[config.mk]
export PLATFORM = sky130hd
export DESIGN_NAME = binned_histogram_counter_unit
export DESIGN_NICKNAME = d
export VERILOG_FILES = /design/src/hw/rtl/bhc_pkg.sv /design/src/hw/rtl/bhc_ram.sv /design/src/hw/rtl/bhc_cmp.sv /design/src/hw/rtl/binned_histogram_counter_unit.sv
export SDC_FILE = /design/constraint.sdc
export NUM_CORES = 2
export LEC_CHECK = 0
export CAP_MARGIN = 20
export CORE_UTILIZATION = 30
export DETAILED_ROUTE_END_ITERATION = 12
export DONT_BUFFER_PORTS = 1
export GPL_TIMING_DRIVEN = 0
export PLACE_DENSITY = 0.42
export SKIP_CTS_REPAIR_TIMING = 1
export SLEW_MARGIN = 20
export SYNTH_ARGS = -nofsm -noshare
export SYNTH_HDL_FRONTEND = slang
export SYNTH_SLANG_ARGS = --single-unit
[constraint.sdc]
create_clock -name aclk -period 7.6 [get_ports aclk]
set_input_delay 1.14 -clock aclk [delete_from_list [all_inputs] [get_ports aclk]]
set_output_delay 1.14 -clock aclk [all_outputs]
set_load 0.01 [all_outputs]
[src/hw/rtl/bhc_pkg.sv]
`default_nettype none

package bhc_pkg;

    // input commands
    typedef enum logic [1:0] {
        CMD_CLEAR = 2'd0,
        CMD_LOAD  = 2'd1,
        CMD_ADD   = 2'd2,
        CMD_DUMP  = 2'd3
    } cmd_t;

    // result status codes
    typedef enum logic [2:0] {
        ST_STORED    = 3'd0,
        ST_DUPLICATE = 3'd1,
        ST_FULL      = 3'd2,
        ST_NULL_BND  = 3'd3,
        ST_ENTRY     = 3'd4,
        ST_EMPTY     = 3'd5,
        ST_LOCKED    = 3'd6
    } status_t;

    // sequencer states
    typedef enum logic [3:0] {
        S_IDLE,
        S_SRCH,
        S_SRCH_CMP,
        S_MATCH,
        S_SHIFT,
        S_SHIFT_WR,
        S_INC,
        S_DUMP_OVF,
        S_DUMP_RD,
        S_DUMP_OUT,
        S_RESULT
    } state_t;

    // shared compare unit result
    typedef struct packed {
        logic lt;
        logic eq;
    } cmp_res_t;

    localparam logic signed [31:0] OVF_KEY = 32'sh7FFF_FFFF;
    localparam logic [31:0] CNT_MAX = 32'hFFFF_FFFF;

endpackage

`default_nettype wire

[src/hw/rtl/bhc_ram.sv]
`default_nettype none

// simple dual-port RAM, registered read, read data holds when re is low
module bhc_ram #(
    parameter int DEPTH = 32,
    parameter int WIDTH = 32,
    parameter int AW    = 5
) (
    input  wire logic             aclk,
    input  wire logic             we,
    input  wire logic [AW-1:0]    waddr,
    input  wire logic [WIDTH-1:0] wdata,
    input  wire logic             re,
    input  wire logic [AW-1:0]    raddr,
    output logic      [WIDTH-1:0] rdata
);

    logic [WIDTH-1:0] mem [DEPTH];

    always_ff @(posedge aclk) begin
        if (we) begin
            mem[waddr] <= wdata;
        end
    end

    always_ff @(posedge aclk) begin
        if (re) begin
            rdata <= mem[raddr];
        end
    end

endmodule

`default_nettype wire

[src/hw/rtl/bhc_cmp.sv]
`default_nettype none

// shared compare unit: signed less-than / equal, plus saturating count increment
module bhc_cmp (
    input  wire logic signed [31:0] a,
    input  wire logic signed [31:0] b,
    input  wire logic        [31:0] cnt,
    output bhc_pkg::cmp_res_t       res,
    output logic             [31:0] cnt_inc
);

    import bhc_pkg::*;

    always_comb begin
        res.lt  = (a < b);
        res.eq  = (a == b);
        cnt_inc = (cnt == CNT_MAX) ? cnt : cnt + 32'd1;
    end

endmodule

`default_nettype wire

[src/hw/rtl/binned_histogram_counter_unit.sv]
`default_nettype none

// Binned histogram counter. Holds a sorted, duplicate-free table of up to
// MAX_BOUNDARIES signed boundaries and one saturating 32-bit count per bin plus
// an overflow bin. Commands: clear (no result), load boundary (one result with
// a status), add sample (no result), dump (one entry per boundary, then the
// overflow bin if nonzero, or a single empty marker if no sample was ever
// counted). Boundaries lock once the first sample is counted. exact_mode
// selects exact-match binning and may only be written while the block is idle.
// Timing: s_ready is high only while the sequencer is idle; one item is worked
// on at a time. Lookups are a binary search through the boundary RAM, each step
// a read and then a compare, with about log2(used+1) steps. An add sample then
// reads the bin count and writes it back incremented. A stored load shifts
// each boundary above the insert point up one slot (read, then write) to make
// room; a duplicate or full load ends after the search, a null or locked load
// skips it. Dump reads each boundary and its count in turn and can be held up
// by m_ready back-pressure. A result waits in the output register, so the next
// transfer in can be accepted while it is pending.
module binned_histogram_counter_unit #(
    parameter int MAX_BOUNDARIES = 32
) (
    input  wire logic                  aclk,
    input  wire logic                  aresetn,
    // configuration
    input  wire logic                  cfg_we,
    input  wire logic                  cfg_wdata,
    // input channel
    input  wire logic                  s_valid,
    output logic                       s_ready,
    input  wire bhc_pkg::cmd_t         s_command,
    input  wire logic signed [31:0]    s_operand_value,
    input  wire logic                  s_value_is_null,
    // result channel
    output logic                       m_valid,
    input  wire logic                  m_ready,
    output bhc_pkg::status_t           m_status,
    output logic signed [31:0]         m_bin_key,
    output logic        [31:0]         m_bin_total,
    output logic                       m_is_other,
    output logic                       m_last
);

    import bhc_pkg::*;

    // table address width and bin/count index width
    localparam int TAW = (MAX_BOUNDARIES > 1) ? $clog2(MAX_BOUNDARIES) : 1;
    localparam int CW  = $clog2(MAX_BOUNDARIES + 1);
    localparam logic [CW-1:0] MAXB = CW'(MAX_BOUNDARIES);

    // ---------------------------------------------------------------------
    // State
    // ---------------------------------------------------------------------
    state_t                  state_reg, state_next;
    cmd_t                    cmd_reg, cmd_next;
    logic signed [31:0]      val_reg, val_next;
    logic [CW-1:0]           lo_reg, lo_next;
    logic [CW-1:0]           hi_reg, hi_next;
    logic [CW-1:0]           idx_reg, idx_next;   // shift / dump pointer
    logic [CW-1:0]           bin_reg, bin_next;
    logic [31:0]             ovf_reg, ovf_next;   // overflow count snapshot for dump
    status_t                 res_status_reg, res_status_next;
    logic signed [31:0]      res_key_reg, res_key_next;

    logic [CW-1:0]           used_reg, used_next;
    logic                    seen_reg, seen_next;
    logic [MAX_BOUNDARIES:0] cnt_vld_reg, cnt_vld_next;  // count entry written since clear
    logic                    exact_mode_reg;
    logic                    cvld_rd_reg;                // valid bit of the last count read

    // output register
    logic                    m_valid_reg, m_valid_next;
    status_t                 m_status_reg;
    logic signed [31:0]      m_key_reg;
    logic [31:0]             m_count_reg;
    logic                    m_other_reg;
    logic                    m_last_reg;

    // memory ports
    logic                    t_we, t_re;
    logic [TAW-1:0]          t_waddr, t_raddr;
    logic signed [31:0]      t_wdata;
    logic [31:0]             t_rdata;
    logic                    c_we, c_re;
    logic [CW-1:0]           c_waddr, c_raddr;
    logic [31:0]             c_wdata, c_rdata;

    // result emit
    logic                    emit;
    status_t                 e_status;
    logic signed [31:0]      e_key;
    logic [31:0]             e_count;
    logic                    e_other;
    logic                    e_last;

    logic                    s_xfer;
    logic                    out_free;
    logic [CW-1:0]           mid;
    logic [31:0]             cnt_eff;
    logic [31:0]             cnt_inc;
    cmp_res_t                cmp;
    logic                    hit;

    assign s_ready  = (state_reg == S_IDLE);
    assign s_xfer   = s_valid && s_ready;
    assign out_free = !m_valid_reg || m_ready;
    assign mid      = lo_reg + ((hi_reg - lo_reg) >> 1);
    assign cnt_eff  = cvld_rd_reg ? c_rdata : 32'd0;
    assign hit      = cmp.eq && (lo_reg < used_reg);

    // ---------------------------------------------------------------------
    // Storage and shared compare unit
    // ---------------------------------------------------------------------
    bhc_ram #(
        .DEPTH (MAX_BOUNDARIES),
        .WIDTH (32),
        .AW    (TAW)
    ) u_bnd_ram (
        .aclk  (aclk),
        .we    (t_we),
        .waddr (t_waddr),
        .wdata (t_wdata),
        .re    (t_re),
        .raddr (t_raddr),
        .rdata (t_rdata)
    );

    bhc_ram #(
        .DEPTH (MAX_BOUNDARIES + 1),
        .WIDTH (32),
        .AW    (CW)
    ) u_cnt_ram (
        .aclk  (aclk),
        .we    (c_we),
        .waddr (c_waddr),
        .wdata (c_wdata),
        .re    (c_re),
        .raddr (c_raddr),
        .rdata (c_rdata)
    );

    bhc_cmp u_cmp (
        .a       (t_rdata),
        .b       (val_reg),
        .cnt     (cnt_eff),
        .res     (cmp),
        .cnt_inc (cnt_inc)
    );

    // ---------------------------------------------------------------------
    // Next state
    // ---------------------------------------------------------------------
    always_comb begin
        state_next = state_reg;
        case (state_reg)
            S_IDLE: begin
                if (s_xfer) begin
                    case (s_command)
                        CMD_CLEAR: state_next = S_IDLE;
                        CMD_LOAD: begin
                            if (s_value_is_null || seen_reg) begin
                                state_next = S_RESULT;
                            end else begin
                                state_next = S_SRCH;
                            end
                        end
                        CMD_ADD:  state_next = s_value_is_null ? S_IDLE : S_SRCH;
                        CMD_DUMP: state_next = seen_reg ? S_DUMP_OVF : S_RESULT;
                        default:  state_next = S_IDLE;
                    endcase
                end
            end
            S_SRCH:     state_next = (lo_reg < hi_reg) ? S_SRCH_CMP : S_MATCH;
            S_SRCH_CMP: state_next = S_SRCH;
            S_MATCH: begin
                if (cmd_reg == CMD_ADD) begin
                    state_next = S_INC;
                end else if (hit || used_reg >= MAXB) begin
                    state_next = S_RESULT;
                end else begin
                    state_next = S_SHIFT;
                end
            end
            S_SHIFT:    state_next = (idx_reg > lo_reg) ? S_SHIFT_WR : S_RESULT;
            S_SHIFT_WR: state_next = S_SHIFT;
            S_INC:      state_next = S_IDLE;
            S_DUMP_OVF: state_next = S_DUMP_RD;
            S_DUMP_RD: begin
                if (idx_reg < used_reg) begin
                    state_next = S_DUMP_OUT;
                end else if (ovf_reg != 32'd0 || used_reg == '0) begin
                    if (out_free) begin
                        state_next = S_IDLE;
                    end
                end else begin
                    state_next = S_IDLE;
                end
            end
            S_DUMP_OUT: begin
                if (out_free) begin
                    state_next = S_DUMP_RD;
                end
            end
            S_RESULT: begin
                if (out_free) begin
                    state_next = S_IDLE;
                end
            end
            default: state_next = S_IDLE;
        endcase
    end

    // ---------------------------------------------------------------------
    // Datapath control
    // ---------------------------------------------------------------------
    always_comb begin
        cmd_next        = cmd_reg;
        val_next        = val_reg;
        lo_next         = lo_reg;
        hi_next         = hi_reg;
        idx_next        = idx_reg;
        bin_next        = bin_reg;
        ovf_next        = ovf_reg;
        res_status_next = res_status_reg;
        res_key_next    = res_key_reg;
        used_next       = used_reg;
        seen_next       = seen_reg;
        cnt_vld_next    = cnt_vld_reg;

        t_we    = 1'b0;
        t_waddr = '0;
        t_wdata = val_reg;
        t_re    = 1'b0;
        t_raddr = '0;
        c_we    = 1'b0;
        c_waddr = bin_reg;
        c_wdata = cnt_inc;
        c_re    = 1'b0;
        c_raddr = '0;

        emit     = 1'b0;
        e_status = res_status_reg;
        e_key    = res_key_reg;
        e_count  = 32'd0;
        e_other  = 1'b0;
        e_last   = 1'b1;

        case (state_reg)
            S_IDLE: begin
                if (s_xfer) begin
                    cmd_next     = s_command;
                    val_next     = s_operand_value;
                    lo_next      = '0;
                    hi_next      = used_reg;
                    res_key_next = s_operand_value;
                    case (s_command)
                        CMD_CLEAR: begin
                            used_next    = '0;
                            seen_next    = 1'b0;
                            cnt_vld_next = '0;
                        end
                        CMD_LOAD: begin
                            res_status_next = s_value_is_null ? ST_NULL_BND : ST_LOCKED;
                        end
                        CMD_DUMP: begin
                            res_status_next = ST_EMPTY;
                            res_key_next    = '0;
                            c_re            = 1'b1;
                            c_raddr         = used_reg;
                        end
                        default: begin
                        end
                    endcase
                end
            end
            S_SRCH: begin
                t_re = 1'b1;
                // at the end of the search, fetch the candidate for the equality test
                t_raddr = (lo_reg < hi_reg) ? mid[TAW-1:0] : lo_reg[TAW-1:0];
            end
            S_SRCH_CMP: begin
                if (cmp.lt) begin
                    lo_next = mid + CW'(1);
                end else begin
                    hi_next = mid;
                end
            end
            S_MATCH: begin
                if (cmd_reg == CMD_ADD) begin
                    bin_next = (exact_mode_reg && !hit) ? used_reg : lo_reg;
                    c_re     = 1'b1;
                    c_raddr  = bin_next;
                end else if (hit) begin
                    res_status_next = ST_DUPLICATE;
                end else if (used_reg >= MAXB) begin
                    res_status_next = ST_FULL;
                end else begin
                    idx_next = used_reg;
                end
            end
            S_SHIFT: begin
                if (idx_reg > lo_reg) begin
                    t_re    = 1'b1;
                    t_raddr = TAW'(idx_reg - CW'(1));
                end else begin
                    t_we            = 1'b1;
                    t_waddr         = lo_reg[TAW-1:0];
                    t_wdata         = val_reg;
                    used_next       = used_reg + CW'(1);
                    res_status_next = ST_STORED;
                end
            end
            S_SHIFT_WR: begin
                t_we     = 1'b1;
                t_waddr  = idx_reg[TAW-1:0];
                t_wdata  = t_rdata;
                idx_next = idx_reg - CW'(1);
            end
            S_INC: begin
                c_we                  = 1'b1;
                c_waddr               = bin_reg;
                c_wdata               = cnt_inc;
                cnt_vld_next[bin_reg] = 1'b1;
                seen_next             = 1'b1;
            end
            S_DUMP_OVF: begin
                ovf_next = cnt_eff;
                idx_next = '0;
            end
            S_DUMP_RD: begin
                if (idx_reg < used_reg) begin
                    t_re    = 1'b1;
                    t_raddr = idx_reg[TAW-1:0];
                    c_re    = 1'b1;
                    c_raddr = idx_reg;
                end else if (ovf_reg != 32'd0) begin
                    emit     = out_free;
                    e_status = ST_ENTRY;
                    e_key    = OVF_KEY;
                    e_count  = ovf_reg;
                    e_other  = 1'b1;
                end else if (used_reg == '0) begin
                    // nothing to list
                    emit     = out_free;
                    e_status = ST_EMPTY;
                    e_key    = '0;
                end
            end
            S_DUMP_OUT: begin
                emit     = out_free;
                e_status = ST_ENTRY;
                e_key    = t_rdata;
                e_count  = cnt_eff;
                e_last   = (idx_reg + CW'(1) == used_reg) && (ovf_reg == 32'd0);
                if (out_free) begin
                    idx_next = idx_reg + CW'(1);
                end
            end
            S_RESULT: begin
                emit = out_free;
            end
            default: begin
            end
        endcase
    end

    always_comb begin
        m_valid_next = emit ? 1'b1 : (m_ready ? 1'b0 : m_valid_reg);
    end

    // ---------------------------------------------------------------------
    // Registers
    // ---------------------------------------------------------------------
    always_ff @(posedge aclk) begin
        if (!aresetn) begin
            state_reg      <= S_IDLE;
            used_reg       <= '0;
            seen_reg       <= 1'b0;
            cnt_vld_reg    <= '0;
            exact_mode_reg <= 1'b0;
            m_valid_reg    <= 1'b0;
        end else begin
            state_reg   <= state_next;
            used_reg    <= used_next;
            seen_reg    <= seen_next;
            cnt_vld_reg <= cnt_vld_next;
            m_valid_reg <= m_valid_next;
            if (cfg_we) begin
                exact_mode_reg <= cfg_wdata;
            end
        end
    end

    always_ff @(posedge aclk) begin
        cmd_reg        <= cmd_next;
        val_reg        <= val_next;
        lo_reg         <= lo_next;
        hi_reg         <= hi_next;
        idx_reg        <= idx_next;
        bin_reg        <= bin_next;
        ovf_reg        <= ovf_next;
        res_status_reg <= res_status_next;
        res_key_reg    <= res_key_next;
        if (c_re) begin
            cvld_rd_reg <= cnt_vld_reg[c_raddr];
        end
        if (emit) begin
            m_status_reg <= e_status;
            m_key_reg    <= e_key;
            m_count_reg  <= e_count;
            m_other_reg  <= e_other;
            m_last_reg   <= e_last;
        end
    end

    assign m_valid     = m_valid_reg;
    assign m_status    = m_status_reg;
    assign m_bin_key   = m_key_reg;
    assign m_bin_total = m_count_reg;
    assign m_is_other  = m_other_reg;
    assign m_last      = m_last_reg;

endmodule

`default_nettype wire

==> metrics.md <==
| Metric | Value |
|---|---|
| Status | complete, no violations |
| Post-synth EDFFs | 2339 |
| Synth area leaders | edfxtp_1 72%, nand2_1 7.3%, nand3_1 4.3%, mux2i_1 1.3%, nand4_1 1.1% |
| Final worst-path cycle share | roughly nine tenths |
| Worst Tran Pin Value | between 1000 and 1500 ps |
| Synth Instances | 7335 |
| GRT met1 Usage | roughly 34% |
| Syn avg cell area | approximately 13 um2 |
| Synth Flop Type | edfxtp_1 |
| Worst Skew | between 30 and 40 ps |
| Bufs and invs on worst path | 5 |
| First-pass GRT wire length | between 500000 and 600000 um |
| Dpl hpwl | roughly 270000 um |
| CTS tree | yes |
| Starting density of the core | ~30% |
| Most common cell on crit path | clkbuf_1 |
| Max Fclk | about 0.14 GHz |
| Remaining DRCs | 0 |
| WL per Instance | slightly above 30 um |
| Gr busiest metal | met1 |
| Via-per-instance ratio | roughly 5.3 |
| Clk buf depth | 4 |
| Startpoint Class | flip-flop |
| Final Hold Fails | 0 |
| Max reg flops | 1056 |
| Leak pwr | 39.49 nW |
| IO Pins | 112 |
| Core area | approximately 320000 um2 |
| Port Buffer Count | 0 |
| Max-cap viol count | 0 |
| Commonest non-fill, non-tap cell in the layout | edfxtp_1 |
| Final setup violation count | 0 |
| Worst setup EP type | flip-flop |
| Worst-path clk slew | approximately 60 ps |
| Detailed Route Iter0 Violations | a little under 9000 |
| Total CTS buffers | 270 |
| Vias in the first global route | ~62000 |
| M2 GR Usage | between 30% and 40% |
| Total GRT Usage | between 20 and 25% |
| Die span in x | roughly 570 um |
| Register area share after synthesis | between 70% and 80% |
| Yosys top cell area share | ~72% |
| Mapped Area | roughly 100000 um2 |
| Kind of critical path | flip-flop to flip-flop |
| Ys async rst share | 0% |
| Clock latency on the worst-skew pair | 850 ps |
| Critical Path AT | around 7600 ps |
| Vias | 65700 |
| Crit-path slowest cell | clkbuf_1 |
| Worst vdd rail ir drop | around 0.17 mV |
| Initial antenna violation count | 23 |
| Synth unique cells | 96 |
| Place WS | approximately 740 ps |
| Clock tree sinks | between 2000 and 2500 |
| Critical Path RT | around 8300 ps |
| Peak fanout along the critical path | 10 |
| Final wirelength | 376100 um |
| Area grow syn2layout | 20.01% |
| M3 GR Usage | 4.280% |
| Antenna-violating nets left | 0 |
| Crit path max-delay family | buffers and inverters |
| Max-slew violation count | 0 |
| Final worst slack | 646.0 ps |
| Worst path max stage delay | ~950 ps |
| Commonest non-fill, non-tap cells in the layout | 2339 x edfxtp_1, 1892 x nand2_1, 840 x nand3_1 |
| Synth warnings | 0 |
| Largest area contributor in the netlist | edfxtp_1 |
| Die height | approximately 570 um |
| Remaining global-route overflow | 0 |
| Standard-cell rows | 208 |
| Core Util, Final | 36.28% |
| H-tree depth | 5 |
| Pin count of the biggest net entering global routing | 55 |
| Worst-path cell chain | clkbuf_1 > inv_1 > ha_1 > a21o_1 > a21o_1 > xor2_1 > ha_1 > a21oi_1 > xnor2_1 > mux2_2 > a221oi_2 > buf_4 > and2_1 > clkbuf_1 > clkbuf_1 > nand3_1 > a311oi_1 > a2111o_1 |
| Layout cells sized above 1 | between 10% and 20% |
| GP Congestion | 0.9158 |
| Hold/Removal Path Class | input port to flip-flop |
| Nets@finish | slightly below 8000 |
| #FFs+latches synth | between 2000 and 2500 |
| Die area | approximately 330000 um2 |
| Max_slew headroom | around 16% |
| Drt pass-1 iters | 6 |
| Unrepaired setup endpoints after global routing | no |
| Tmin final | around 7000 ps |
| Synth Net Count | between 7000 and 8000 |
| R2r setup slk | 650 ps |
| CTS root buf | clkbuf_16 |
| Pwr/cell area | 278.5 nW/um2 |
==> cells in the mapped netlist (10+ instances only) <==
library cell / n
o32a_1: 15
nor2_1: 219
mux4_2: 32
nand3_1: 840
a31oi_1: 51
o21ai_0: 92
buf_1: 47
a32oi_1: 41
a221o_1: 36
a311oi_1: 64
nor2b_1: 12
nor4_1: 19
and3_1: 83
buf_4: 25
nor3_1: 23
clkbuf_1: 193
and2_1: 70
a32o_1: 36
a2111o_1: 23
inv_1: 85
mux2i_1: 122
a21o_1: 23
buf_6: 11
a41oi_1: 10
ha_1: 66
a21oi_1: 160
edfxtp_1: 2339
nand4_1: 176
xor2_1: 24
buf_2: 179
dfxtp_1: 46
nand2b_1: 10
o22ai_1: 30
or3_1: 16
xnor2_1: 36
a22o_1: 33
nand2_1: 1892
a211oi_1: 12
==> where the power goes <==
part,total (mW),internal (mW),switching [mW]
Combinational,4.63,1.33,3.30
Sequential,15.0,14.8,0.153
Clock,12.9,7.53,5.38
Total,32.5,23.7,8.83
==> per-layer routing <==
metal  wire length, um  vias to the layer above  part of all wire (%)
li1                  -                    28290                     -
met1            175300                    33990                    47
met2            156900                     2865                    42
met3             31300                      538                   8.3
met4             12590                        8                   3.3
met5                47                        -                 0.012
==> final timing paths <==
check                                     from                      endpoint  depth (start not counted)
hold reg to reg   cnt_vld_reg[18]$_SDFFE_PN0P_  cnt_vld_reg[18]$_SDFFE_PN0P_                          2
hold / removal             s_operand_value[30]         val_reg[30]$_DFFE_PP_                          0
setup / recovery       lo_reg[1]$_SDFFCE_PN0P_  u_bnd_ram.rdata[2]$_DFFE_PP_                         18
setup reg to reg       lo_reg[1]$_SDFFCE_PN0P_  u_bnd_ram.rdata[2]$_DFFE_PP_                         18
==> cell type report <==
class | count | area, um2
repair buffers | 209 | 4290
plain buffers | 455 | 2122
clock buffers | 344 | 7373
fillers | 30920 | 205100
diodes | 13 | 32.53
multi-input cells | 4409 | 24960
inverters | 86 | 325.3
clock inverters | 127 | 1139
well taps | 4305 | 5386
flip-flops and latches | 2385 | 71160
==> metrics by stage <==
step                hold WS [ps]  setup TNS [ps]  cells  instance area, um2  power, mW
floorplan                  439.6               0   7335               97310      17.57
global placement           449.7          -70600  11640              102700      19.60
detailed placement         456.6               0  11850              108200      19.82
CTS                        319.5               0  12320              116700      32.67
global route               344.7               0  12320              116800      33.46
finish                     369.4               0  12330              116800      32.53
==> cell families (layout without fill, tap and decap cells) <==
logic type	after synthesis	after routing	synth area share, %
mux	158	158	2.042
other cells	0	13	0
flops	2385	2385	73.12
fa+ha+maj	68	68	0.8897
xor+xnor	60	60	0.5400
simple gates	3403	3403	15.47
buf+inv	541	1221	2.498
compound gates	720	720	5.441
(Power assumes the default switching activity.)
